===== config.mk =====
export PLATFORM = sky130hd
export DESIGN_NAME = rcpm_ctrl
export DESIGN_NICKNAME = d
export VERILOG_FILES = /design/src/rtl/core/rcpm_pkg.sv /design/src/rtl/core/rcpm_ctrl.sv
export SDC_FILE = /design/constraint.sdc
export NUM_CORES = 1
export LEC_CHECK = 0
export BUFFER_PORTS_ARGS = -buffer_cell sky130_fd_sc_hd__buf_2
export CORE_UTILIZATION = 35
export DETAILED_ROUTE_END_ITERATION = 10
export PLACE_DENSITY = 0.6
export SYNTH_ARGS = -nofsm -noshare
export SYNTH_HDL_FRONTEND = slang
export SYNTH_SLANG_ARGS = --single-unit

===== constraint.sdc =====
create_clock -name clk -period 0.85 [get_ports clk]
set_clock_uncertainty 0.15 [all_clocks]
set_input_delay 0 -clock clk [delete_from_list [all_inputs] [get_ports clk]]
set_output_delay 0 -clock clk [all_outputs]
set_load 0.01 [all_outputs]

===== src/rtl/core/rcpm_pkg.sv =====
// ---------------------------------------------------------------------------
// RC pulse to motor drive: package
// Widths, stage map, register codes, reset values and item types.
// ---------------------------------------------------------------------------
`default_nettype none

package rcpm_pkg;

  localparam int PULSE_BITS    = 16;
  localparam int DUTY_BITS     = 8;
  localparam int DUTY_REG_BITS = 9;
  localparam int BAND_BITS     = 10;
  localparam int CFG_IDX_BITS  = 3;
  localparam int CFG_DATA_BITS = PULSE_BITS;

  // Datapath widths
  localparam int OFF_BITS    = PULSE_BITS + 1;
  localparam int DRANGE_BITS = DUTY_REG_BITS + 1;
  localparam int PROD_BITS   = OFF_BITS + DRANGE_BITS;
  localparam int QUO_BITS    = PULSE_BITS + DUTY_REG_BITS;
  localparam int EDGE_BITS   = PULSE_BITS + 2;
  localparam int SUM_BITS    = QUO_BITS + 2;

  // Stage map: clamp, dead band, multiply, magnitude, one stage per quotient
  // bit, signed sum, output
  localparam int ST_CLAMP = 0;
  localparam int ST_BAND  = 1;
  localparam int ST_MUL   = 2;
  localparam int ST_MAG   = 3;
  localparam int ST_DIV0  = 4;
  localparam int ST_SUM   = ST_DIV0 + QUO_BITS;
  localparam int ST_OUT   = ST_SUM + 1;
  localparam int N_STAGES = ST_OUT + 1;

  localparam int OUTQ_DEPTH   = 2;
  localparam int OUTQ_CNT_BITS = $clog2(OUTQ_DEPTH + 1);
  localparam int OUTQ_PTR_BITS = $clog2(OUTQ_DEPTH);
  localparam int INFLIGHT_BITS = $clog2(N_STAGES + OUTQ_DEPTH + 1);

  localparam logic [DUTY_BITS-1:0] DUTY_MAX = '1;

  localparam logic [PULSE_BITS-1:0]           MIN_PULSE_RST = PULSE_BITS'(1100);
  localparam logic [PULSE_BITS-1:0]           MAX_PULSE_RST = PULSE_BITS'(1900);
  localparam logic [PULSE_BITS-1:0]           CENTER_RST    = PULSE_BITS'(1500);
  localparam logic [BAND_BITS-1:0]            BAND_RST      = BAND_BITS'(20);
  localparam logic signed [DUTY_REG_BITS-1:0] MIN_DUTY_RST  = DUTY_REG_BITS'(-255);
  localparam logic signed [DUTY_REG_BITS-1:0] MAX_DUTY_RST  = DUTY_REG_BITS'(255);

  typedef enum logic [CFG_IDX_BITS-1:0] {
    REG_MIN_PULSE    = CFG_IDX_BITS'(0),
    REG_MAX_PULSE    = CFG_IDX_BITS'(1),
    REG_CENTER_PULSE = CFG_IDX_BITS'(2),
    REG_DEAD_BAND    = CFG_IDX_BITS'(3),
    REG_MIN_DUTY     = CFG_IDX_BITS'(4),
    REG_MAX_DUTY     = CFG_IDX_BITS'(5)
  } cfg_reg_t;

  typedef struct packed {
    logic [PULSE_BITS-1:0] pulse_width_a;
    logic [PULSE_BITS-1:0] pulse_width_b;
  } in_item_t;

  typedef struct packed {
    logic [DUTY_BITS-1:0] duty_a;
    logic                 reverse_a;
    logic [DUTY_BITS-1:0] duty_b;
    logic                 reverse_b;
  } out_item_t;

  // Register values and the quantities derived from them
  typedef struct packed {
    logic [PULSE_BITS-1:0]           lo;
    logic [PULSE_BITS-1:0]           hi;
    logic [PULSE_BITS-1:0]           center;
    logic signed [DUTY_REG_BITS-1:0] min_duty;
    logic signed [EDGE_BITS-1:0]     band_lo;
    logic signed [EDGE_BITS-1:0]     band_hi;
    logic signed [DRANGE_BITS-1:0]   drange;
    logic [PULSE_BITS-1:0]           span_mag;
    logic                            span_neg;
    logic                            span_zero;
  } cfg_t;

endpackage

`default_nettype wire


===== src/rtl/core/rcpm_ctrl.sv =====
// ---------------------------------------------------------------------------
// RC pulse to motor drive: pipeline control
// Carries a valid bit per stage and moves the whole pipe while the output
// queue has room.
// ---------------------------------------------------------------------------
`default_nettype none

module rcpm_ctrl (
  input  wire logic                           clk,
  input  wire logic                           rst,
  input  wire logic                           in_valid,
  output logic                                in_ready,
  input  wire logic                           q_full,
  output logic [rcpm_pkg::N_STAGES-1:0]       en,
  output logic                                push
);

  logic [rcpm_pkg::N_STAGES-1:0] v;
  logic                          advance;

  assign advance  = !q_full;
  assign in_ready = advance && !rst;
  assign push     = advance && v[rcpm_pkg::N_STAGES-1];

  // Load a stage only when real data moves into it
  assign en = {rcpm_pkg::N_STAGES{advance}} & {v[rcpm_pkg::N_STAGES-2:0], in_ready && in_valid};

  always_ff @(posedge clk) begin
    if (rst) begin
      v <= '0;
    end else if (advance) begin
      v <= {v[rcpm_pkg::N_STAGES-2:0], in_valid};
    end
  end

endmodule

`default_nettype wire


==> results by group <==
Global routing
  – GRT met2 Usage: 27.7%
  – GRT Max-Usage Layer: met2
  – Met1 Usage GRT: 17.0%
  – Largest net degree at the start of global routing: 24
  – Initial antenna violation count: 0
  – Met3 Track Usage GR: 5.36%
  – GR Overflow Total: 0
  – Vias in the first global route: 1,076
  – All-Layer GR Usage: 15.8%
  – First-pass GRT wire length: 4.86 mm

Critical path
  – Setup Crit Path Kind: reg2out
  – Delay of the slowest critical-path stage: 0.33 ns
  – CP bufs+invs: 1
  – Critical path depth: 2
  – Crit start category: register
  – R2R cell count: 4
  – Crit-path max FO: 2
  – Critical Path RT: 0.70 ns
  – Crit path cell chain: nor2b_1 > buf_2
  – CP top delay family: flip-flops
  – Register-to-Register Setup Slack: -0.15 ns
  – Critical path's slowest cell: dfxtp_2
  – Arrival time at the worst endpoint: 0.90 ns
  – CP Capture Type: output port

Min path
  – Hold Path Stages: 3
  – Worst Hold Class: in2reg

Timing
  – Final WS setup: -0.203 ns
  – Hold_ws: -0.158 ns
  – Worst slew margin: 87.5%
  – Setup TNS after final layout: -6.07 ns
  – Hold Fails Final Rpt: 30
  – Final Critical Period: 1.05 ns
  – Final setup vio count: 61
  – Max Clk Rate: 0.950 GHz
  – RSZ-0062 raised after global routing: yes
  – Tcrit/Tclk final: 124%
  – Worst-Margin Slew: 0.183 ns
  – Slew Viols, Final: 0

Power
  – Reported leakage power: 1.08 nW
  – Worst VDD drop: 0.000939 V
  – PD cells: 1240 nW/µm²

Clocking
  – TritonCTS clock tree: done
  – Worst-skew pair later-pin latency: 0.28 ns
  – CTS clock-pin slew for the worst setup and hold paths: 0.07 ns
  – H-tree depth: 2
  – CTS max path bufs: 2
  – CTS buffer count: 5
  – Clock Sinks: 31
  – CTS Root Cell: clkbuf_8

Cells and area
  – Register area: 659 µm²
  – Largest register FFs: 31
  – # diodes: 0
  – Design area: 2410 µm²
  – Largest register by flop count: v
  – Largest regs: v: 31 flops
  – Fillers: 278
  – Layout cells sized above 1: 67.3%
  – Multi-input logic area: 810 µm²
  – NumNets Final: 217
  – Area grow syn2layout: 79.7%
  – Finished Layout Cells: 262

Detailed routing
  – Total Wirelength: 3.15 mm
  – ANT nets after route: 0
  – Post-route DRC: 0
  – Pre-Repair DR Iteration Count: 4
  – DR iter-0 viols: 29
  – WL per Instance: 12.0 µm
  – Vias per cell: 4.48
  – Vias: 1,175

Placed design
  – Number of I/O port buffers: 36
  – GP Congestion: 0.664
  – Dpl hpwl: 1.67 mm
  – Placed Area: 1570 µm²
  – Placed instance count: 217
  – Setup WS pre-CTS: -0.0520 ns

Yosys
  – #FFs+latches synth: 31
  – Synth area leader: dfxtp_1
  – Synth top area cells: dfxtp_1 46%, mux2i_1 22%, nor2b_1 14%
  – Post-synthesis cell count: 138
  – Synthesized area: 1340 µm²
  – Netlist cell types: 13
  – Syn Area/Cell: 9.71 µm²
  – Synth Net Count: 142
  – Register area share after synthesis: 46.3%
  – Share of the synthesized area in the top cell type: 46.3%
  – Synth warnings: 0

Run status
  – Status: finished with violations
  – Violated checks: negative hold slack, negative setup slack

Floorplanning
  – # IOs: 37
  – Vert. Die Dim: 63.9 µm
  – Die area: 4080 µm²
  – Core area: 3660 µm²
  – Die Wd: 63.9 µm
  – Initial core utilization: 36.6%
  – Row cnt: 22

Run
  – MaxCap Viol Count: 0
[power by group]
part | total, mW | leakage [nW] | switching (mW) | internal [mW]
Combinational | 0.266 | 0.764 | 0.138 | 0.128
Clock | 1.27 | 0.0505 | 0.536 | 0.735
Sequential | 1.46 | 0.266 | 0.00357 | 1.46
Total | 3.00 | 1.08 | 0.677 | 2.32
[what timing repair did]
| item | in CTS | in global routing |
|---|---|---|
| pin swaps | 0 | 17 |
| buffers inserted | 30 | 7 |
| hold endpoints to repair | 31 | 24 |
| setup endpoints to repair | 32 | 63 |
| cloned | 0 | 1 |
| resized for setup | 40 | 74 |
[layout make-up]
cell class                      count  share of cell area, %
Clock buffer                        7                   4.00
Clock inverter                      1                  0.312
Multi-Input combinational cell     96                   33.6
Sequential cell                    31                   27.4
Tap cell                           48                   2.49
Timing Repair Buffer               79                   32.2
[placed cells by master (no fill, tap or decap), types with 3 or more instances in the layout]
| cell | n |
|---|---|
| nor2_1 | 31 |
| buf_4 | 16 |
| clkbuf_8 | 7 |
| buf_6 | 44 |
| nor2b_1 | 9 |
| buf_12 | 3 |
| dfxtp_2 | 31 |
| nor2b_4 | 21 |
| buf_2 | 15 |
| mux2i_1 | 28 |
[cell usage after synthesis]
library cell   n
dfxtp_1       31
mux2i_1       30
nor2_1        32
clkbuf_1       1
clkbuf_4       1
buf_2          5
buf_6          2
and2b_1        1
nand2b_1       1
nor2b_1       30
nand2_1        1
a21oi_1        1
buf_8          2
[logic make-up (layout without fill, tap and decap cells)]
kind of cell / count (synthesis) / count (layout) / share of synthesized area (%)
compound gates: 1 / 1 / 0.373
buf+inv: 11 / 87 / 6.63
flops: 31 / 31 / 46.3
mux: 30 / 30 / 22.4
simple gates: 65 / 65 / 24.3
[worst min-delay path: cells and delay by family]
family,cells,cell delay (ns)
buffers and inverters,1,0.11
AO/OA/AOI/OAI,1,0.05
AND/OR/NAND/NOR,1,0.07
[stage by stage]
stage	util (%)	power, mW
6_report	65.8	3.00
5_1_grt	65.8	3.14
4_1_cts	54.2	2.96
3_5_place_dp	43.0	1.67
3_3_place_gp	43.0	1.67
2_1_floorplan	-	1.63
[routing by layer]
layer | wire length [µm] | part of all wire [%]
met3 | 118 | 3.7
met1 | 1290 | 41
met2 | 1680 | 53
met4 | 56 | 1.8
met5 | 0 | 0
[final timing paths]
kind | startpoint | endpoint
setup / recovery | v[17] | en[18]
hold / removal | in_valid | v[0]
setup reg to reg | v[18] | v[18]
hold reg to reg | v[30] | v[30]
Power figures use the tool's default switching activity.
