**src/rtl/core/rcpm_pkg.sv**
```systemverilog
// ---------------------------------------------------------------------------
// RC pulse to motor drive: package
// Widths, stage map, register codes, reset values and item types.
// ---------------------------------------------------------------------------
`default_nettype none

package rcpm_pkg;

  localparam int PULSE_BITS    = 16;
  localparam int DUTY_BITS     = 8;
  localparam int DUTY_REG_BITS = 9;
  localparam int BAND_BITS     = 10;
  localparam int CFG_IDX_BITS  = 3;
  localparam int CFG_DATA_BITS = PULSE_BITS;

  // Datapath widths
  localparam int OFF_BITS    = PULSE_BITS + 1;
  localparam int DRANGE_BITS = DUTY_REG_BITS + 1;
  localparam int PROD_BITS   = OFF_BITS + DRANGE_BITS;
  localparam int QUO_BITS    = PULSE_BITS + DUTY_REG_BITS;
  localparam int EDGE_BITS   = PULSE_BITS + 2;
  localparam int SUM_BITS    = QUO_BITS + 2;

  // Stage map: clamp, dead band, multiply, magnitude, one stage per quotient
  // bit, signed sum, output
  localparam int ST_CLAMP = 0;
  localparam int ST_BAND  = 1;
  localparam int ST_MUL   = 2;
  localparam int ST_MAG   = 3;
  localparam int ST_DIV0  = 4;
  localparam int ST_SUM   = ST_DIV0 + QUO_BITS;
  localparam int ST_OUT   = ST_SUM + 1;
  localparam int N_STAGES = ST_OUT + 1;

  localparam int OUTQ_DEPTH   = 2;
  localparam int OUTQ_CNT_BITS = $clog2(OUTQ_DEPTH + 1);
  localparam int OUTQ_PTR_BITS = $clog2(OUTQ_DEPTH);
  localparam int INFLIGHT_BITS = $clog2(N_STAGES + OUTQ_DEPTH + 1);

  localparam logic [DUTY_BITS-1:0] DUTY_MAX = '1;

  localparam logic [PULSE_BITS-1:0]           MIN_PULSE_RST = PULSE_BITS'(1100);
  localparam logic [PULSE_BITS-1:0]           MAX_PULSE_RST = PULSE_BITS'(1900);
  localparam logic [PULSE_BITS-1:0]           CENTER_RST    = PULSE_BITS'(1500);
  localparam logic [BAND_BITS-1:0]            BAND_RST      = BAND_BITS'(20);
  localparam logic signed [DUTY_REG_BITS-1:0] MIN_DUTY_RST  = DUTY_REG_BITS'(-255);
  localparam logic signed [DUTY_REG_BITS-1:0] MAX_DUTY_RST  = DUTY_REG_BITS'(255);

  typedef enum logic [CFG_IDX_BITS-1:0] {
    REG_MIN_PULSE    = CFG_IDX_BITS'(0),
    REG_MAX_PULSE    = CFG_IDX_BITS'(1),
    REG_CENTER_PULSE = CFG_IDX_BITS'(2),
    REG_DEAD_BAND    = CFG_IDX_BITS'(3),
    REG_MIN_DUTY     = CFG_IDX_BITS'(4),
    REG_MAX_DUTY     = CFG_IDX_BITS'(5)
  } cfg_reg_t;

  typedef struct packed {
    logic [PULSE_BITS-1:0] pulse_width_a;
    logic [PULSE_BITS-1:0] pulse_width_b;
  } in_item_t;

  typedef struct packed {
    logic [DUTY_BITS-1:0] duty_a;
    logic                 reverse_a;
    logic [DUTY_BITS-1:0] duty_b;
    logic                 reverse_b;
  } out_item_t;

  // Register values and the quantities derived from them
  typedef struct packed {
    logic [PULSE_BITS-1:0]           lo;
    logic [PULSE_BITS-1:0]           hi;
    logic [PULSE_BITS-1:0]           center;
    logic signed [DUTY_REG_BITS-1:0] min_duty;
    logic signed [EDGE_BITS-1:0]     band_lo;
    logic signed [EDGE_BITS-1:0]     band_hi;
    logic signed [DRANGE_BITS-1:0]   drange;
    logic [PULSE_BITS-1:0]           span_mag;
    logic                            span_neg;
    logic                            span_zero;
  } cfg_t;

endpackage

`default_nettype wire

```
**src/rtl/core/rcpm_outq.sv**
```systemverilog
// ---------------------------------------------------------------------------
// RC pulse to motor drive: output queue
// Two-entry queue that decouples the pipe from a stalling receiver.
// ---------------------------------------------------------------------------
`default_nettype none

module rcpm_outq (
  input  wire logic                clk,
  input  wire logic                rst,
  input  wire logic                push,
  input  wire rcpm_pkg::out_item_t push_item,
  output logic                     full,
  output logic                     out_valid,
  input  wire logic                out_ready,
  output rcpm_pkg::out_item_t      out_item
);

  rcpm_pkg::out_item_t entry [0:rcpm_pkg::OUTQ_DEPTH-1];

  logic [rcpm_pkg::OUTQ_PTR_BITS-1:0] wr_ptr;
  logic [rcpm_pkg::OUTQ_PTR_BITS-1:0] rd_ptr;
  logic [rcpm_pkg::OUTQ_CNT_BITS-1:0] count;
  logic                               pop;

  assign full      = (count == rcpm_pkg::OUTQ_CNT_BITS'(rcpm_pkg::OUTQ_DEPTH));
  assign out_valid = (count != '0);
  assign out_item  = entry[rd_ptr];
  assign pop       = out_valid && out_ready;

  always_ff @(posedge clk) begin
    if (push) begin
      entry[wr_ptr] <= push_item;
    end
  end

  always_ff @(posedge clk) begin
    if (rst) begin
      wr_ptr <= '0;
      rd_ptr <= '0;
      count  <= '0;
    end else begin
      if (push) begin
        wr_ptr <= wr_ptr + 1'b1;
      end
      if (pop) begin
        rd_ptr <= rd_ptr + 1'b1;
      end
      unique case ({push, pop})
        2'b10:   count <= count + 1'b1;
        2'b01:   count <= count - 1'b1;
        default: count <= count;
      endcase
    end
  end

endmodule

`default_nettype wire

```
**config.mk**
```make
export PLATFORM = sky130hd
export DESIGN_NAME = rcpm_outq
export DESIGN_NICKNAME = d
export VERILOG_FILES = /design/src/rtl/core/rcpm_pkg.sv /design/src/rtl/core/rcpm_outq.sv
export SDC_FILE = /design/constraint.sdc
export NUM_CORES = 1
export LEC_CHECK = 0
export ABC_AREA = 1
export BUFFER_PORTS_ARGS = -buffer_cell sky130_fd_sc_hd__buf_2
export CAP_MARGIN = 0
export CORE_ASPECT_RATIO = 0.5
export CORE_UTILIZATION = 30
export CTS_CLUSTER_DIAMETER = 60
export DETAILED_ROUTE_END_ITERATION = 12
export PLACE_DENSITY = 0.49
export SKIP_LAST_GASP = 1
export SYNTH_ARGS = -nofsm -noshare
export SYNTH_HDL_FRONTEND = slang
export SYNTH_SLANG_ARGS = --single-unit
export TNS_END_PERCENT = 1
```
**constraint.sdc**
```tcl
create_clock -name clk -period 1.6 [get_ports clk]
set_input_delay 0.24 -clock clk [delete_from_list [all_inputs] [get_ports clk]]
set_output_delay 0.24 -clock clk [all_outputs]
set_load 0.05 [all_outputs]
```
==> flow_summary.toml <==
[setup_path]
crit_family = "flip-flops"
worstRegToRegCells = 10
crit_slowest_cell = "dfxtp_4"
timing.critical_path.buf_inv = 2
worst-path-max-fanout = 8
cp_num_cells = 3
start_kind = "register"
critPathArrivalTime_ns = 1.34
cp.required_ns = 1.36
crit_type = "reg2out"
critPathMaxStageDelay_ns = 0.38
endpoint_kind = "output port"
crit_chain = "buf_8 > mux2_2 > buf_4"

[global_route]
grt_pass1_wl_mm = 4.098
grt_max_degree = 14
grt_pass1_vias = 872
overflow = 0
track_usage_pct = 10.33
antenna_found_initial = 0

[clock_network]
cts_root_buf = "clkbuf_8"
path_clk_slew_ns = 0.08
numCtsBuffers = 5
htree_levels = 2
clockBufferDepth = 2
cts_tree = "done"
cts_hold_buffers = 0
clk_latency_ns = 0.28
clock_sinks = 41
post-cts-setup-buffer-count = 0

[placement]
pre_cts_ws_ns = 0.2634
place_hpwl_mm = 1.855
numPortBuffers = 41
place.gp.congestion = 0.6302

[floorplan]
fp.dieH_um = 53.51
fp.dieW_um = 105.0
coreArea_um2 = 5022
ioPinCount = 42
rows = 18
die_area_um2 = 5618
initial_core_util_pct = 31.69

[synth]
syn_inst = 93
yosys_warnings = 0
ys_types = 17
seq_area_frac_synth_pct = 74.21
syn_area_per_cell_um2 = 17.11
ys_ff_latch = 41
syn_area_um2 = 1592
syn-num-nets = 116

[finish]
nets = 168
seqCellArea_um2 = 1185
diodes = 0
syn_to_final_growth_pct = 29.17
multi_input_area_um2 = 347.8
drive_gt1_share_pct = 52.05
fillCellCount = 478

[detailed_routing]
met3_length_um = 137
routed_wirelength_mm = 2.683
drtAntennaViolNets = 0
drtPass1Iterations = 4
wl_per_cell_um = 12.42
vias_per_cell = 4.093
drtIter0Drc = 15
wl_met2_mm = 1.340
wl_met1_mm = 1.188
dr.max_layer_used = "met4"
drc_errors = 0
num_vias = 884

[timing]
period_minus_slack_ns = 1.579
clock_skew_ns = 0.003436
slew-limit-headroom_pct = 77.28
rsz0062_at_grt = "yes"
slew_viol_final = 0
fin_crit_sh_pct = 98.67
tightestPinTransition_ns = 0.3404
fmax_ghz = 0.6334
final-setup-viol-count = 0
hold_violations = 0
final.setup.worst_slack_ns = 0.02122

[worst_hold_path]
holdPathStages = 2
hold_class = "in2reg"

[outcome]
outcome = "finished clean"

[pwr]
power_mw = 2.530
leakagePower_nw = 0.8352
power_density_nw_per_um2 = 1231
vdd_drop_max_uv = 397.9

[job]
drv_cap = 0
[flip-flops by register name, summed over array words and instances (netlist names), named ones only]
signal  flops
count       2
entry      36
rd_ptr      1
wr_ptr      1
[kinds of logic (layout without fill, tap and decap cells)]
kind of cell	after synthesis	in the layout	share of synthesized area [%]
AOI/OAI and AO/OA	3	3	0.9425
muxes	18	18	15.09
and+or+nand+nor	19	19	4.875
buffers and inverters	11	64	4.088
adders and majority gates	1	1	0.7860
DFF	41	41	74.21
[metal layers]
layer | track usage, % | vias up
met5 | 0 | -
met4 | 4.930 | 0
met3 | 4.064 | 3
met2 | 18.32 | 20
met1 | 11.32 | 425
li1 | - | 436
[power by group]
group          internal [mW]  switching [mW]
logic                  0.226           0.392
clock network          0.301           0.346
registers               1.24          0.0286
total                   1.76           0.767
[path summary, 6_finish.rpt]
| kind | from | endpoint | slack [ns] |
|---|---|---|---|
| worst max-delay path | register | out_item[6] | 0.02 |
| worst min register to register | rd_ptr | rd_ptr | 0.51 |
| worst max register to register | count[0] | count[1] | 0.26 |
| worst min-delay path | rst | wr_ptr | 0.13 |
[worst register-to-register path: stages, from the launching register on]
cell     delay [ns]
dfxtp_1        0.35
inv_2          0.09
nand2_2        0.05
nand2_1        0.08
inv_1          0.06
ha_1           0.30
inv_1          0.08
nand2_1        0.05
nor2_1         0.08
nor2_1         0.04
nor2_1         0.09
[cell usage after synthesis]
cell type,count,share of area (%)
o21ai_0,1,0.31
nor2_1,10,2.4
nand2_1,6,1.4
buf_6,1,0.71
dfxtp_1,5,6.3
inv_1,8,1.9
ha_1,1,0.79
nor3_1,1,0.31
nand2_2,1,0.39
edfxtp_1,36,68
nand4_1,1,0.39
o21ai_1,1,0.31
inv_2,1,0.24
mux2_4,10,9.4
mux2_2,8,5.7
a21oi_1,1,0.31
buf_12,1,1.3
[through the flow]
stage / setup TNS [ns] / cell area (um2) / hold WS (ns) / utilization, % / instances
after floorplan: 0 / 1592 / 0.3193 / - / 93
after global placement: 0 / 1906 / 0.4284 / 37.94 / 207
after detailed placement: 0 / 1906 / 0.4316 / 37.94 / 207
after CTS: 0 / 2039 / 0.1256 / 40.61 / 216
after global routing: -0.2206 / 2056 / 0.1224 / 40.93 / 216
final: 0 / 2056 / 0.1341 / 40.93 / 216
[final cells by class]
class / instances / area share, %
flip-flops and latches: 41 / 57.64
clock inverters: 3 / 0.8521
well taps: 70 / 4.261
repair buffers: 47 / 15.34
inverters: 9 / 1.643
multi-input cells: 41 / 16.92
clock buffers: 5 / 3.348
[layout by cell type, fill, tap and decap left out, drive strengths merged]
cell type,count
a21oi,1
buf,47
clkbuf,5
clkinv,3
dfxtp,5
edfxtp,36
ha,1
inv,9
mux2,18
nand2,7
nand4,1
nor2,10
nor3,1
o21ai,2
[repair_timing]
action,CTS,global route
gates cloned,1,0
resized for setup,16,7
setup endpoints to repair,15,16
Note: power is estimated with default switching activity, not from simulation.
