### config.mk
export PLATFORM = sky130hd
export DESIGN_NAME = rcpm_cfg
export DESIGN_NICKNAME = d
export VERILOG_FILES = /design/src/rtl/core/rcpm_pkg.sv /design/src/rtl/core/rcpm_cfg.sv
export SDC_FILE = /design/constraint.sdc
export NUM_CORES = 1
export LEC_CHECK = 0
export ABC_AREA = 0
export CORE_ASPECT_RATIO = 0.6
export CORE_UTILIZATION = 40
export CTS_BUF_LIST = sky130_fd_sc_hd__clkbuf_2
export DETAILED_ROUTE_END_ITERATION = 8
export DONT_BUFFER_PORTS = 1
export GPL_TIMING_DRIVEN = 0
export PLACE_DENSITY = 0.64
export SYNTH_ARGS = -nofsm -noshare
export SYNTH_HDL_FRONTEND = slang
export SYNTH_SLANG_ARGS = --single-unit
### constraint.sdc
create_clock -name clk -period 2.7 [get_ports clk]
set_clock_uncertainty 0.1 [all_clocks]
set_input_delay 0.675 -clock clk [delete_from_list [all_inputs] [get_ports clk]]
set_output_delay 0.675 -clock clk [all_outputs]
set_load 0.01 [all_outputs]
### src/rtl/core/rcpm_pkg.sv
// ---------------------------------------------------------------------------
// RC pulse to motor drive: package
// Widths, stage map, register codes, reset values and item types.
// ---------------------------------------------------------------------------
`default_nettype none

package rcpm_pkg;

  localparam int PULSE_BITS    = 16;
  localparam int DUTY_BITS     = 8;
  localparam int DUTY_REG_BITS = 9;
  localparam int BAND_BITS     = 10;
  localparam int CFG_IDX_BITS  = 3;
  localparam int CFG_DATA_BITS = PULSE_BITS;

  // Datapath widths
  localparam int OFF_BITS    = PULSE_BITS + 1;
  localparam int DRANGE_BITS = DUTY_REG_BITS + 1;
  localparam int PROD_BITS   = OFF_BITS + DRANGE_BITS;
  localparam int QUO_BITS    = PULSE_BITS + DUTY_REG_BITS;
  localparam int EDGE_BITS   = PULSE_BITS + 2;
  localparam int SUM_BITS    = QUO_BITS + 2;

  // Stage map: clamp, dead band, multiply, magnitude, one stage per quotient
  // bit, signed sum, output
  localparam int ST_CLAMP = 0;
  localparam int ST_BAND  = 1;
  localparam int ST_MUL   = 2;
  localparam int ST_MAG   = 3;
  localparam int ST_DIV0  = 4;
  localparam int ST_SUM   = ST_DIV0 + QUO_BITS;
  localparam int ST_OUT   = ST_SUM + 1;
  localparam int N_STAGES = ST_OUT + 1;

  localparam int OUTQ_DEPTH   = 2;
  localparam int OUTQ_CNT_BITS = $clog2(OUTQ_DEPTH + 1);
  localparam int OUTQ_PTR_BITS = $clog2(OUTQ_DEPTH);
  localparam int INFLIGHT_BITS = $clog2(N_STAGES + OUTQ_DEPTH + 1);

  localparam logic [DUTY_BITS-1:0] DUTY_MAX = '1;

  localparam logic [PULSE_BITS-1:0]           MIN_PULSE_RST = PULSE_BITS'(1100);
  localparam logic [PULSE_BITS-1:0]           MAX_PULSE_RST = PULSE_BITS'(1900);
  localparam logic [PULSE_BITS-1:0]           CENTER_RST    = PULSE_BITS'(1500);
  localparam logic [BAND_BITS-1:0]            BAND_RST      = BAND_BITS'(20);
  localparam logic signed [DUTY_REG_BITS-1:0] MIN_DUTY_RST  = DUTY_REG_BITS'(-255);
  localparam logic signed [DUTY_REG_BITS-1:0] MAX_DUTY_RST  = DUTY_REG_BITS'(255);

  typedef enum logic [CFG_IDX_BITS-1:0] {
    REG_MIN_PULSE    = CFG_IDX_BITS'(0),
    REG_MAX_PULSE    = CFG_IDX_BITS'(1),
    REG_CENTER_PULSE = CFG_IDX_BITS'(2),
    REG_DEAD_BAND    = CFG_IDX_BITS'(3),
    REG_MIN_DUTY     = CFG_IDX_BITS'(4),
    REG_MAX_DUTY     = CFG_IDX_BITS'(5)
  } cfg_reg_t;

  typedef struct packed {
    logic [PULSE_BITS-1:0] pulse_width_a;
    logic [PULSE_BITS-1:0] pulse_width_b;
  } in_item_t;

  typedef struct packed {
    logic [DUTY_BITS-1:0] duty_a;
    logic                 reverse_a;
    logic [DUTY_BITS-1:0] duty_b;
    logic                 reverse_b;
  } out_item_t;

  // Register values and the quantities derived from them
  typedef struct packed {
    logic [PULSE_BITS-1:0]           lo;
    logic [PULSE_BITS-1:0]           hi;
    logic [PULSE_BITS-1:0]           center;
    logic signed [DUTY_REG_BITS-1:0] min_duty;
    logic signed [EDGE_BITS-1:0]     band_lo;
    logic signed [EDGE_BITS-1:0]     band_hi;
    logic signed [DRANGE_BITS-1:0]   drange;
    logic [PULSE_BITS-1:0]           span_mag;
    logic                            span_neg;
    logic                            span_zero;
  } cfg_t;

endpackage

`default_nettype wire

### src/rtl/core/rcpm_cfg.sv
// ---------------------------------------------------------------------------
// RC pulse to motor drive: configuration registers
// Holds the six registers and registers the span, duty range and band edges.
// ---------------------------------------------------------------------------
`default_nettype none

module rcpm_cfg (
  input  wire logic                                clk,
  input  wire logic                                rst,
  input  wire logic                                cfg_wr_en,
  input  wire logic [rcpm_pkg::CFG_IDX_BITS-1:0]   cfg_index,
  input  wire logic [rcpm_pkg::CFG_DATA_BITS-1:0]  cfg_data,
  output rcpm_pkg::cfg_t                           cfg
);

  logic [rcpm_pkg::PULSE_BITS-1:0]           min_pulse;
  logic [rcpm_pkg::PULSE_BITS-1:0]           max_pulse;
  logic [rcpm_pkg::PULSE_BITS-1:0]           center_pulse;
  logic [rcpm_pkg::BAND_BITS-1:0]            dead_band;
  logic signed [rcpm_pkg::DUTY_REG_BITS-1:0] min_duty;
  logic signed [rcpm_pkg::DUTY_REG_BITS-1:0] max_duty;

  logic signed [rcpm_pkg::EDGE_BITS-1:0]   band_lo;
  logic signed [rcpm_pkg::EDGE_BITS-1:0]   band_hi;
  logic signed [rcpm_pkg::DRANGE_BITS-1:0] drange;
  logic [rcpm_pkg::PULSE_BITS-1:0]         span_mag;
  logic                                    span_neg;
  logic                                    span_zero;

  logic signed [rcpm_pkg::OFF_BITS-1:0] span;
  logic [rcpm_pkg::OFF_BITS-1:0]        span_abs;

  always_ff @(posedge clk) begin
    if (rst) begin
      min_pulse    <= rcpm_pkg::MIN_PULSE_RST;
      max_pulse    <= rcpm_pkg::MAX_PULSE_RST;
      center_pulse <= rcpm_pkg::CENTER_RST;
      dead_band    <= rcpm_pkg::BAND_RST;
      min_duty     <= rcpm_pkg::MIN_DUTY_RST;
      max_duty     <= rcpm_pkg::MAX_DUTY_RST;
    end else if (cfg_wr_en) begin
      unique case (cfg_index)
        rcpm_pkg::REG_MIN_PULSE:    min_pulse    <= cfg_data[rcpm_pkg::PULSE_BITS-1:0];
        rcpm_pkg::REG_MAX_PULSE:    max_pulse    <= cfg_data[rcpm_pkg::PULSE_BITS-1:0];
        rcpm_pkg::REG_CENTER_PULSE: center_pulse <= cfg_data[rcpm_pkg::PULSE_BITS-1:0];
        rcpm_pkg::REG_DEAD_BAND:    dead_band    <= cfg_data[rcpm_pkg::BAND_BITS-1:0];
        rcpm_pkg::REG_MIN_DUTY:     min_duty     <= $signed(cfg_data[rcpm_pkg::DUTY_REG_BITS-1:0]);
        rcpm_pkg::REG_MAX_DUTY:     max_duty     <= $signed(cfg_data[rcpm_pkg::DUTY_REG_BITS-1:0]);
        default: ;
      endcase
    end
  end

  assign span = $signed({1'b0, max_pulse}) - $signed({1'b0, min_pulse});
  assign span_abs = span[rcpm_pkg::OFF_BITS-1] ? -span : span;

  // Derived values are registered and follow the registers in the next cycle;
  // the dead band and divider stages read them well after an item enters.
  always_ff @(posedge clk) begin
    band_lo   <= $signed({2'b00, center_pulse}) -
                 $signed(rcpm_pkg::EDGE_BITS'(dead_band));
    band_hi   <= $signed({2'b00, center_pulse}) +
                 $signed(rcpm_pkg::EDGE_BITS'(dead_band));
    drange    <= rcpm_pkg::DRANGE_BITS'(max_duty) - rcpm_pkg::DRANGE_BITS'(min_duty);
    span_mag  <= span_abs[rcpm_pkg::PULSE_BITS-1:0];
    span_neg  <= span[rcpm_pkg::OFF_BITS-1];
    span_zero <= (max_pulse == min_pulse);
  end

  assign cfg.lo        = min_pulse;
  assign cfg.hi        = max_pulse;
  assign cfg.center    = center_pulse;
  assign cfg.min_duty  = min_duty;
  assign cfg.band_lo   = band_lo;
  assign cfg.band_hi   = band_hi;
  assign cfg.drange    = drange;
  assign cfg.span_mag  = span_mag;
  assign cfg.span_neg  = span_neg;
  assign cfg.span_zero = span_zero;

endmodule

`default_nettype wire

==> results.md <==
- Outcome: complete, but fails checks
- Failing checks: negative setup slack
- N_diodes: 0
- Nets: 932
- Vias in the first global route: between 5k and 6k
- H-tree depth: 4
- Starting Density: 0.4121
- Final worst slack: -0.1272 ns
- Setup TNS: -0.6663 ns
- Cells along the critical path: inv_1, ha_1, clkbuf_4, a21o_1, o311a_4, a211oi_2, and3b_2, buf_4, a41o_1, xor2_1
- CTS Buffer Depth: 2
- Placed Area: 7014 um2
- Unrepaired setup endpoints after global routing: true
- Static Leak: 3.302 nW
- Die X: 169.3 um
- Max_cap viols: 0
- Clock Latency Late Sink: 0.73 ns
- Global Route Usage Sum: 0.2149
- DIE HEIGHT: between 100 and 150 um
- Vias post-DR: about 5.6k
- CTS Sinks: 137
- PwrDens: 560.0 nW/um2
- Worst slack, placed: -0.4396 ns
- Die area: 17340 um2
- Slowest library cell on the worst path: dfxtp_4
- Iter 0 DRT Violations: 274
- Fmax: 353.7 MHz
- Normalized max-slew margin: 0.4924
- CTS clk-pin slew, worst paths: 0.24 ns
- Crit Path Max Fanout: 9
- Routed WL per cell: 16.67 um
- Total grt overflow: 0
- Primary FF master, synth: dfxtp_1
- VDD IR-drop max: 281.6 uV
- Async set-or-reset flop fraction in the synthesized netlist: 0
- Final wirelength: ~18000 um
- Layout cells sized above 1: 0.1798
- First-pass GRT wire length: 28270 um
- TritonCTS Buffers: 17
- Worst EP required: 3.26 ns
- Worst EP arrival: 3.38 ns
- Vias per inst: 5.077
- Syn Inst Count: approximately 800
- Number of remaining DRC errors: 0
- Synthesized Nets: 871
- Syn avg cell area: 8.411 um2
- Final min period: 2.827 ns
- Post-synthesis adder-cell area fraction: 0.09756
- Final ANT Viol Nets: 0
- Tot Pwr: 4.500 mW
- Worst setup SP type: register
- Xor and xnor area share after synthesis: 0.07038
- Mapped cell area: 6720 um2
- Initial antenna violation count: 0
- Yosys warnings: 0
- Worst reg2reg path depth: 10
- Worst R2R End: span_mag[11]
- R2R Setup Slk: -0.13 ns
- WS Path Type: register to register
- Area growth from synthesis to layout: 19.59%
- CTS root buf: clkbuf_2
- Gpl congestion: 0.8274
- Final Hold Viols: 0
- Final Max Slew Viols: 0
- Top Ports: 143
- Slew @ Worst Pin: approximately 0.76 ns
- EDFF count, synth: 0
- Critical Path End Type: register
- Reg2reg start: min_pulse[5]
- Cell row count: 36
- Seq cells post-synth: 137
- Post-synth top cells: 168 x nand2_1, 137 x dfxtp_1, 76 x a21oi_1
- Area leader, netlist: dfxtp_1
- Worst Setup EP: span_mag[11]
- Post-DP HPWL: 13390 um
- Port Buffers: 0
- Post-synthesis compound-gate area fraction: 0.1551
- Cell area after layout: 8036 um2
- Util after Layout: 0.4929
- Unique masters post-synth: 62
- Count leader, synth: nand2_1
- Largest net degree at the start of global routing: 17
- Final period utilization: 1.047
- Crit. Startpoint: min_pulse[5]
- Register area share after synthesis: 0.4081
- Synth Area in Simple Gates: 0.2087
- Fin cells: 1101
- Synth top area share: 0.4081
- Drt pass-1 iters: 5
- Placed Cells: ~1.0k
- Largest stage delay, worst path: between 0.4 and 0.5 ns
- Core Region: roughly 16000 um2
- Largest family of logic cells by synthesized area: simple AND/OR/NAND/NOR gates
- CTS tree: yes
- Worst Hold Slack: between 0.1 and 0.15 ns
- Post-synthesis mux area share: 0
- Worst Hold Class: primary input to register
- Top cells by area, synth: dfxtp_1 41%, nand2_1 9.4%, ha_1 8.6%, a21oi_1 5.7%, xnor2_1 3.8%
- Endpoints failing setup: 11
-- routing by layer --
metal	vias up	global-route usage	wire length, um
met1	2618	0.3045	9130
li1	2789	-	-
met5	-	0	0
met4	0	0.06098	150
met2	171	0.2915	7163
met3	12	0.09218	1906
-- sequential cells by signal, summed over array words and instances (netlist names) --
register / flops
span_neg: 1
span_mag: 16
center_pulse: 16
min_duty: 9
band_lo: 16
min_pulse: 16
dead_band: 10
max_duty: 9
span_zero: 1
drange: 10
band_hi: 17
max_pulse: 16
-- cell usage in the layout, fill, tap and decap left out, types with 6 or more instances in the layout --
cell type / n
a21o_1: 8
nand2b_1: 6
clkbuf_2: 17
dfxtp_4: 9
nor2b_1: 9
xor2_1: 22
clkbuf_1: 24
nand3_1: 7
dfxtp_1: 113
buf_4: 31
nor2_1: 31
inv_1: 61
and3_1: 6
ha_1: 40
dlygate4sd3_1: 16
nand2_1: 163
o21ai_0: 14
nand3b_1: 25
and2_1: 6
a21oi_1: 71
dfxtp_2: 15
nor3_1: 8
a211o_1: 7
xnor2_1: 27
-- worst min path at each step --
stage / from / end / slack (ns) / cells after the start
after floorplan: max_duty[0] / max_duty[0] / 0.34 / 2
after global placement: max_duty[0] / max_duty[0] / 0.35 / 2
after global routing: cfg_index[0] / center_pulse[15] / 0.08 / 3
final: cfg_index[0] / center_pulse[15] / 0.13 / 3
after CTS: cfg_index[0] / center_pulse[9] / 0.07 / 3
after detailed placement: max_duty[0] / max_duty[0] / 0.35 / 2
-- cells by family after synthesis --
| kind of cell | count (synthesis) |
|---|---|
| simple gates | 298 |
| compound gates | 159 |
| flops | 137 |
| buf+inv | 100 |
| xor+xnor | 54 |
| fa+ha+maj | 50 |
| other cells | 1 |
-- critical path, delay by kind of cell (launching register included) --
family / cells / cell delay [ns]
compound gates: 4 / 1.17
fa+ha+maj: 1 / 0.26
xor+xnor: 1 / 0.16
simple gates: 1 / 0.29
flops: 1 / 0.42
buf+inv: 3 / 0.37
-- power breakdown --
part | switching [mW] | leakage [nW] | total, mW | internal, mW
logic | 0.463 | 2.03 | 0.838 | 0.374
registers | 0.168 | 1.13 | 2.36 | 2.20
clock network | 0.855 | 0.145 | 1.30 | 0.443
total | 1.49 | 3.30 | 4.50 | 3.01
-- cell type report --
class	instances	area, um2
Buffer	35	166.4
Tap cell	228	285.3
Fill cell	1603	8269
Sequential cell	137	2795
Clock buffer	17	85.08
Timing Repair Buffer	43	370.4
Multi-Input combinational cell	562	3921
Inverter	64	247.7
Clock inverter	15	165.2
-- what timing repair did --
action	in CTS	in global routing
hold endpoints to repair	76	0
gates cloned	1	0
setup buffers	14	14
pin swaps	27	30
gates resized for setup	74	45
hold buffers	16	0
setup endpoints to repair	28	28
Power figures use the tool's default switching activity.
