===== src/rtl/core/rcpm_pkg.sv =====
// ---------------------------------------------------------------------------
// RC pulse to motor drive: package
// Widths, stage map, register codes, reset values and item types.
// ---------------------------------------------------------------------------
`default_nettype none

package rcpm_pkg;

  localparam int PULSE_BITS    = 16;
  localparam int DUTY_BITS     = 8;
  localparam int DUTY_REG_BITS = 9;
  localparam int BAND_BITS     = 10;
  localparam int CFG_IDX_BITS  = 3;
  localparam int CFG_DATA_BITS = PULSE_BITS;

  // Datapath widths
  localparam int OFF_BITS    = PULSE_BITS + 1;
  localparam int DRANGE_BITS = DUTY_REG_BITS + 1;
  localparam int PROD_BITS   = OFF_BITS + DRANGE_BITS;
  localparam int QUO_BITS    = PULSE_BITS + DUTY_REG_BITS;
  localparam int EDGE_BITS   = PULSE_BITS + 2;
  localparam int SUM_BITS    = QUO_BITS + 2;

  // Stage map: clamp, dead band, multiply, magnitude, one stage per quotient
  // bit, signed sum, output
  localparam int ST_CLAMP = 0;
  localparam int ST_BAND  = 1;
  localparam int ST_MUL   = 2;
  localparam int ST_MAG   = 3;
  localparam int ST_DIV0  = 4;
  localparam int ST_SUM   = ST_DIV0 + QUO_BITS;
  localparam int ST_OUT   = ST_SUM + 1;
  localparam int N_STAGES = ST_OUT + 1;

  localparam int OUTQ_DEPTH   = 2;
  localparam int OUTQ_CNT_BITS = $clog2(OUTQ_DEPTH + 1);
  localparam int OUTQ_PTR_BITS = $clog2(OUTQ_DEPTH);
  localparam int INFLIGHT_BITS = $clog2(N_STAGES + OUTQ_DEPTH + 1);

  localparam logic [DUTY_BITS-1:0] DUTY_MAX = '1;

  localparam logic [PULSE_BITS-1:0]           MIN_PULSE_RST = PULSE_BITS'(1100);
  localparam logic [PULSE_BITS-1:0]           MAX_PULSE_RST = PULSE_BITS'(1900);
  localparam logic [PULSE_BITS-1:0]           CENTER_RST    = PULSE_BITS'(1500);
  localparam logic [BAND_BITS-1:0]            BAND_RST      = BAND_BITS'(20);
  localparam logic signed [DUTY_REG_BITS-1:0] MIN_DUTY_RST  = DUTY_REG_BITS'(-255);
  localparam logic signed [DUTY_REG_BITS-1:0] MAX_DUTY_RST  = DUTY_REG_BITS'(255);

  typedef enum logic [CFG_IDX_BITS-1:0] {
    REG_MIN_PULSE    = CFG_IDX_BITS'(0),
    REG_MAX_PULSE    = CFG_IDX_BITS'(1),
    REG_CENTER_PULSE = CFG_IDX_BITS'(2),
    REG_DEAD_BAND    = CFG_IDX_BITS'(3),
    REG_MIN_DUTY     = CFG_IDX_BITS'(4),
    REG_MAX_DUTY     = CFG_IDX_BITS'(5)
  } cfg_reg_t;

  typedef struct packed {
    logic [PULSE_BITS-1:0] pulse_width_a;
    logic [PULSE_BITS-1:0] pulse_width_b;
  } in_item_t;

  typedef struct packed {
    logic [DUTY_BITS-1:0] duty_a;
    logic                 reverse_a;
    logic [DUTY_BITS-1:0] duty_b;
    logic                 reverse_b;
  } out_item_t;

  // Register values and the quantities derived from them
  typedef struct packed {
    logic [PULSE_BITS-1:0]           lo;
    logic [PULSE_BITS-1:0]           hi;
    logic [PULSE_BITS-1:0]           center;
    logic signed [DUTY_REG_BITS-1:0] min_duty;
    logic signed [EDGE_BITS-1:0]     band_lo;
    logic signed [EDGE_BITS-1:0]     band_hi;
    logic signed [DRANGE_BITS-1:0]   drange;
    logic [PULSE_BITS-1:0]           span_mag;
    logic                            span_neg;
    logic                            span_zero;
  } cfg_t;

endpackage

`default_nettype wire


===== src/rtl/core/rcpm_chan.sv =====
// ---------------------------------------------------------------------------
// RC pulse to motor drive: channel datapath
// Clamp, dead band, scale, pipelined restoring divide, offset and saturate.
// ---------------------------------------------------------------------------
`default_nettype none

module rcpm_chan (
  input  wire logic                                clk,
  input  wire logic [rcpm_pkg::N_STAGES-1:0]       en,
  input  wire logic [rcpm_pkg::PULSE_BITS-1:0]     pulse_width,
  input  wire rcpm_pkg::cfg_t                      cfg,
  output logic [rcpm_pkg::DUTY_BITS-1:0]           duty,
  output logic                                     reverse
);

  localparam int PB = rcpm_pkg::PULSE_BITS;
  localparam int QB = rcpm_pkg::QUO_BITS;

  // Clamp
  logic [PB-1:0] w_floor;
  logic [PB-1:0] w_ceil;
  logic [PB-1:0] w_clamp;

  // Floor first, then ceiling, so a floor above the ceiling ends at the ceiling
  assign w_floor = (pulse_width < cfg.lo) ? cfg.lo : pulse_width;
  assign w_ceil  = (w_floor > cfg.hi) ? cfg.hi : w_floor;

  always_ff @(posedge clk) begin
    if (en[rcpm_pkg::ST_CLAMP]) begin
      w_clamp <= w_ceil;
    end
  end

  // Dead band and offset from the floor
  logic signed [rcpm_pkg::EDGE_BITS-1:0] w_ext;
  logic                                  in_band;
  logic [PB-1:0]                         w_band;
  logic signed [rcpm_pkg::OFF_BITS-1:0]  offset;

  assign w_ext   = $signed({2'b00, w_clamp});
  assign in_band = (w_ext < $signed(cfg.band_hi)) && (w_ext > $signed(cfg.band_lo));
  assign w_band  = in_band ? cfg.center : w_clamp;

  always_ff @(posedge clk) begin
    if (en[rcpm_pkg::ST_BAND]) begin
      offset <= $signed({1'b0, w_band}) - $signed({1'b0, cfg.lo});
    end
  end

  // Scale by the duty range
  logic signed [rcpm_pkg::PROD_BITS-1:0] prod;

  always_ff @(posedge clk) begin
    if (en[rcpm_pkg::ST_MUL]) begin
      prod <= offset * $signed(cfg.drange);
    end
  end

  // Split into sign and magnitude for the unsigned divider
  logic [rcpm_pkg::PROD_BITS-1:0] prod_abs;

  logic [PB-1:0] rem    [0:QB-1];
  logic [QB-1:0] dq     [0:QB];
  logic          neg_q  [0:QB];
  logic          zero_q [0:QB];

  assign prod_abs = prod[rcpm_pkg::PROD_BITS-1] ? -prod : prod;

  always_ff @(posedge clk) begin
    if (en[rcpm_pkg::ST_MAG]) begin
      rem[0]    <= '0;
      dq[0]     <= prod_abs[QB-1:0];
      neg_q[0]  <= prod[rcpm_pkg::PROD_BITS-1] ^ cfg.span_neg;
      zero_q[0] <= cfg.span_zero;
    end
  end

  // One quotient bit per stage: dividend bits shift out at the top of dq
  // while quotient bits shift in at the bottom.
  for (genvar k = 0; k < QB; k++) begin : g_div
    logic [PB:0]   trial;
    logic          ge;
    logic [PB:0]   diff;

    assign trial = {rem[k], dq[k][QB-1]};
    assign ge    = (trial >= {1'b0, cfg.span_mag});
    assign diff  = trial - {1'b0, cfg.span_mag};

    always_ff @(posedge clk) begin
      if (en[rcpm_pkg::ST_DIV0 + k]) begin
        dq[k+1]     <= {dq[k][QB-2:0], ge};
        neg_q[k+1]  <= neg_q[k];
        zero_q[k+1] <= zero_q[k];
      end
    end

    if (k < QB - 1) begin : g_rem
      always_ff @(posedge clk) begin
        if (en[rcpm_pkg::ST_DIV0 + k]) begin
          rem[k+1] <= ge ? diff[PB-1:0] : trial[PB-1:0];
        end
      end
    end
  end

  // Apply the sign and add the duty floor; a zero span gives the floor
  logic signed [QB:0]                   q_signed;
  logic signed [rcpm_pkg::SUM_BITS-1:0] sum;

  assign q_signed = neg_q[QB] ? -$signed({1'b0, dq[QB]}) : $signed({1'b0, dq[QB]});

  always_ff @(posedge clk) begin
    if (en[rcpm_pkg::ST_SUM]) begin
      if (zero_q[QB]) begin
        sum <= rcpm_pkg::SUM_BITS'($signed(cfg.min_duty));
      end else begin
        sum <= rcpm_pkg::SUM_BITS'(q_signed) +
               rcpm_pkg::SUM_BITS'($signed(cfg.min_duty));
      end
    end
  end

  // Direction from the sign, magnitude saturated
  logic [rcpm_pkg::SUM_BITS-1:0] mag;

  assign mag = sum[rcpm_pkg::SUM_BITS-1] ? -sum : sum;

  always_ff @(posedge clk) begin
    if (en[rcpm_pkg::ST_OUT]) begin
      reverse <= sum[rcpm_pkg::SUM_BITS-1];
      duty    <= (mag > rcpm_pkg::SUM_BITS'(rcpm_pkg::DUTY_MAX)) ?
                 rcpm_pkg::DUTY_MAX : mag[rcpm_pkg::DUTY_BITS-1:0];
    end
  end

endmodule

`default_nettype wire


===== config.mk =====
export PLATFORM = sky130hd
export DESIGN_NAME = rcpm_chan
export DESIGN_NICKNAME = d
export VERILOG_FILES = /design/src/rtl/core/rcpm_pkg.sv /design/src/rtl/core/rcpm_chan.sv
export SDC_FILE = /design/constraint.sdc
export NUM_CORES = 2
export LEC_CHECK = 0
export ABC_AREA = 1
export BUFFER_PORTS_ARGS = -buffer_cell sky130_fd_sc_hd__clkbuf_2
export CAP_MARGIN = 25
export CORE_MARGIN = 10
export CORE_UTILIZATION = 55
export CTS_BUF_LIST = sky130_fd_sc_hd__clkbuf_8
export DETAILED_ROUTE_END_ITERATION = 16
export GPL_TIMING_DRIVEN = 0
export PLACE_DENSITY = 0.72
export SLEW_MARGIN = 10
export SYNTH_ARGS = -nofsm -noshare
export SYNTH_HDL_FRONTEND = slang
export SYNTH_SLANG_ARGS = --single-unit

===== constraint.sdc =====
create_clock -name clk -period 8.65 [get_ports clk]
set_clock_uncertainty 0.1 [all_clocks]
set_input_delay 0.865 -clock clk [delete_from_list [all_inputs] [get_ports clk]]
set_output_delay 0.865 -clock clk [all_outputs]
set_load 0.01 [all_outputs]

==> flow_metrics.tcl <==
set metrics [dict create \
    outcome "finished clean" \
    hp-start "cfg[0]" \
    drt.antenna.violating_nets 0 \
    core_um2 128000 \
    die_area_um2 144000 \
    post_synth_instance_area_um2 70800 \
    place_congestion 0.935 \
    drt-total-wl_um 176000 \
    aggregate_global_route_resource_usage_pct 24.4 \
    synth.avg_cell_area_um2 10.1 \
    finalSetupViolations 0 \
    cts_tree "yes" \
    netlist-cell-type-count 59 \
    io_pins 178 \
    synthesis.instances 7020 \
    regToRegEndpoint "prod[22]" \
    grt-ovfl-total 0 \
    synth_area_leader_cell "sky130_fd_sc_hd__edfxtp_1" \
    synth-edff-count 1181 \
    final_clock_period_utilization_by_the_worst_path_pct 68.3 \
    synth_nets 7917 \
    grt_first_pass_wirelength_um 277000 \
    postLayoutSetupSlackWorst_ns 2.74 \
    max_slew_violations 0 \
    postSynthRegisterBits 1181 \
    synth.cells.most_frequent "sky130_fd_sc_hd__nand2_1, sky130_fd_sc_hd__edfxtp_1, sky130_fd_sc_hd__inv_1" \
    port_buffers 168 \
    clk_pin_slew_worst_paths_ns 0.06 \
    drv.max_cap_violation_count 0 \
    timing.critical_path.required_ns 9.18 \
    root_buffer "sky130_fd_sc_hd__clkbuf_8" \
    synth-warning-count 0 \
    cts_max_path_buffers 3 \
    die_height_um 379 \
    report.final.hold_viol_count 0 \
    crit_type "in2reg" \
    synth_sequential_area_ratio_pct 50.1 \
    die-width_um 379 \
    post-route-drc-count 0 \
    worst_ir_drop_vdd_uv 1400 \
    cells_taking_the_most_area_after_synthesis "sky130_fd_sc_hd__edfxtp_1, sky130_fd_sc_hd__ha_1, sky130_fd_sc_hd__nand2_1" \
    hold_end "zero_q[0][0]" \
    tns_ns 0 \
    synth_top_flop_cell "sky130_fd_sc_hd__edfxtp_1" \
    antenna_found_initial 2 \
    postCtsSetupRepairBufs 0 \
    r2r_slack_ns 2.78 \
    cts_num_sinks 1181 \
    grt_max_degree 44 \
    regToRegStartpoint "offset[7]" \
    timing.fmax_mhz 169 \
    route.vias.total 51505 \
    timing.critical_path.fanout_max 10 \
    dp_hpwl_um 135000 \
    preCtsSetupSlack_ns 1.93 \
    layout-area-overhead-vs-synth_pct 10.8 \
    clock_network_latency_to_the_later_pin_of_the_worst_skew_pair_ns 0.94 \
    max_slew_margin_pct 44.3 \
    post-synth-top-count-cell "sky130_fd_sc_hd__nand2_1" \
    drt_pre_antenna_iters 8 \
    timing.hold.worst.class "in2reg" \
    drive_gt1_share_pct 8.99 \
    worstMarginPinSlew_ns 0.834 \
    worst_setup_path_end_kind "register" \
    rows 131 \
    rsz_0062_raised_after_global_routing "false" \
    wl_per_cell_um 19.1 \
    vias_per_cell 5.57 \
    synth-async-reset-ratio_pct 0 \
    hold_depth 1 \
    pwr_per_cell_area_nw_per_um2 419 \
    critPathLaunchType "input pin" \
    first_global_vias 52165 \
    floorplan.initialDensity_pct 55.5 \
    timing.reg2reg.worst_path_depth 18 \
    final_nets 8316 \
    synth_top_area_share_pct 50.1 \
    postCtsHoldBufs 0 \
    cts.htree.levels 4 \
    final.fill_count 10408 \
    critical_path_arrival_ns 6.44 \
    finalCriticalPeriod_ns 5.91 \
    drt-initial-drc-count 3619 \
    post_cts_resize_count 0 \
    numCtsBuffers 191 \
    leakage_power_nw 34.1 \
]
## per-stage QoR
| stage | cell area, µm² | total power, mW | utilization, % | std cells | hold slack (ns) |
|---|---|---|---|---|---|
| floorplan | 70800 | 22.5 | - | 7020 | 0.300 |
| global placement | 73700 | 27.6 | 57.7 | 8850 | 0.300 |
| detailed placement | 74500 | 27.9 | 58.3 | 8885 | 0.305 |
| CTS | 78400 | 33.0 | 61.4 | 9230 | 0.00163 |
| global route | 78400 | 35.6 | 61.4 | 9235 | 0.0233 |
| finish | 78400 | 32.9 | 61.4 | 9239 | 0.0915 |
## layout make-up
type	count	area, µm²	area share, %
well taps	1662	2080	2.65
multi-input cells	4883	31500	40.1
repair buffers	206	1620	2.07
clock buffers	193	2660	3.39
inverters	829	3110	3.97
flip-flops and latches	1181	35500	45.2
diodes	6	15.0	0.0191
plain buffers	127	757	0.965
clock inverters	152	1250	1.60
## cell families (layout without fill, tap and decap cells)
| kind of cell | Yosys count | after routing | synth area share, % |
|---|---|---|---|
| other | 0 | 6 | 0 |
| xor gates and xnor gates | 380 | 380 | 4.70 |
| and+or+nand+nor | 2562 | 2562 | 15.4 |
| adders and majority gates | 728 | 728 | 14.7 |
| DFF | 1181 | 1181 | 50.1 |
| buffers and inverters | 956 | 1507 | 5.46 |
| AOI/OAI and AO/OA | 1213 | 1213 | 9.69 |
## worst max-delay path: stages
cell and delay (ns):
sky130_fd_sc_hd__clkbuf_1 0.45, sky130_fd_sc_hd__clkbuf_1 0.50, sky130_fd_sc_hd__nand2_1 0.15, sky130_fd_sc_hd__fa_1 0.53
sky130_fd_sc_hd__inv_1 0.05, sky130_fd_sc_hd__fa_1 0.47, sky130_fd_sc_hd__fa_1 0.54, sky130_fd_sc_hd__fa_1 0.55
sky130_fd_sc_hd__inv_1 0.06, sky130_fd_sc_hd__fa_1 0.57, sky130_fd_sc_hd__inv_1 0.05, sky130_fd_sc_hd__ha_1 0.38
sky130_fd_sc_hd__a21oi_1 0.30, sky130_fd_sc_hd__o21ai_0 0.20, sky130_fd_sc_hd__a31oi_1 0.27, sky130_fd_sc_hd__nand3_1 0.15
sky130_fd_sc_hd__nand3_1 0.10, sky130_fd_sc_hd__nand2_1 0.06, sky130_fd_sc_hd__xor2_1 0.17
## flip-flops by register name (all words and copies together) (netlist names)
name     cells
rem        384
w_clamp     16
prod        26
zero_q      26
reverse      1
sum         27
neg_q       26
duty         8
dq         650
offset      17
## layout by cell type, fill, tap and decap left out, types with 48 or more instances in the layout
cell and count:
sky130_fd_sc_hd__nor2_1 650, sky130_fd_sc_hd__buf_2 52, sky130_fd_sc_hd__edfxtp_1 1181, sky130_fd_sc_hd__o21ai_0 203, sky130_fd_sc_hd__fa_1 172, sky130_fd_sc_hd__o21bai_1 53
sky130_fd_sc_hd__inv_1 855, sky130_fd_sc_hd__nand3_1 241, sky130_fd_sc_hd__xor2_1 168, sky130_fd_sc_hd__clkinv_1 48, sky130_fd_sc_hd__a21oi_1 692, sky130_fd_sc_hd__nand2_1 1309
sky130_fd_sc_hd__a21o_1 59, sky130_fd_sc_hd__nor3_1 89, sky130_fd_sc_hd__xnor2_1 212, sky130_fd_sc_hd__ha_1 556, sky130_fd_sc_hd__clkbuf_2 162, sky130_fd_sc_hd__nand4_1 112
sky130_fd_sc_hd__clkbuf_8 193
## worst max-delay path by stage
stage | from | cells past startpoint | end | slack, ns
floorplan | cfg[24] | 17 | prod[26] | 2.87
global route | offset[16] | 16 | prod[26] | 2.49
detailed placement | cfg[23] | 19 | prod[22] | 1.93
CTS | offset[16] | 18 | prod[26] | 2.82
global placement | cfg[23] | 19 | prod[22] | 1.94
finish | cfg[23] | 19 | prod[22] | 2.74
## metal layers
metal | wire, µm | vias up | track usage [%]
li1 | - | 25085 | -
met1 | 72800 | 24490 | 29.9
met2 | 87400 | 1512 | 43.1
met3 | 8750 | 418 | 3.60
met4 | 7470 | 0 | 10.3
met5 | 0 | - | 0
## power breakdown
group          switching, mW  total [mW]  internal (mW)
Clock                   2.24        4.92           2.67
Sequential             0.813        9.54           8.73
Combinational           11.6        18.4           6.81
Note: power is estimated with default switching activity, not from simulation.
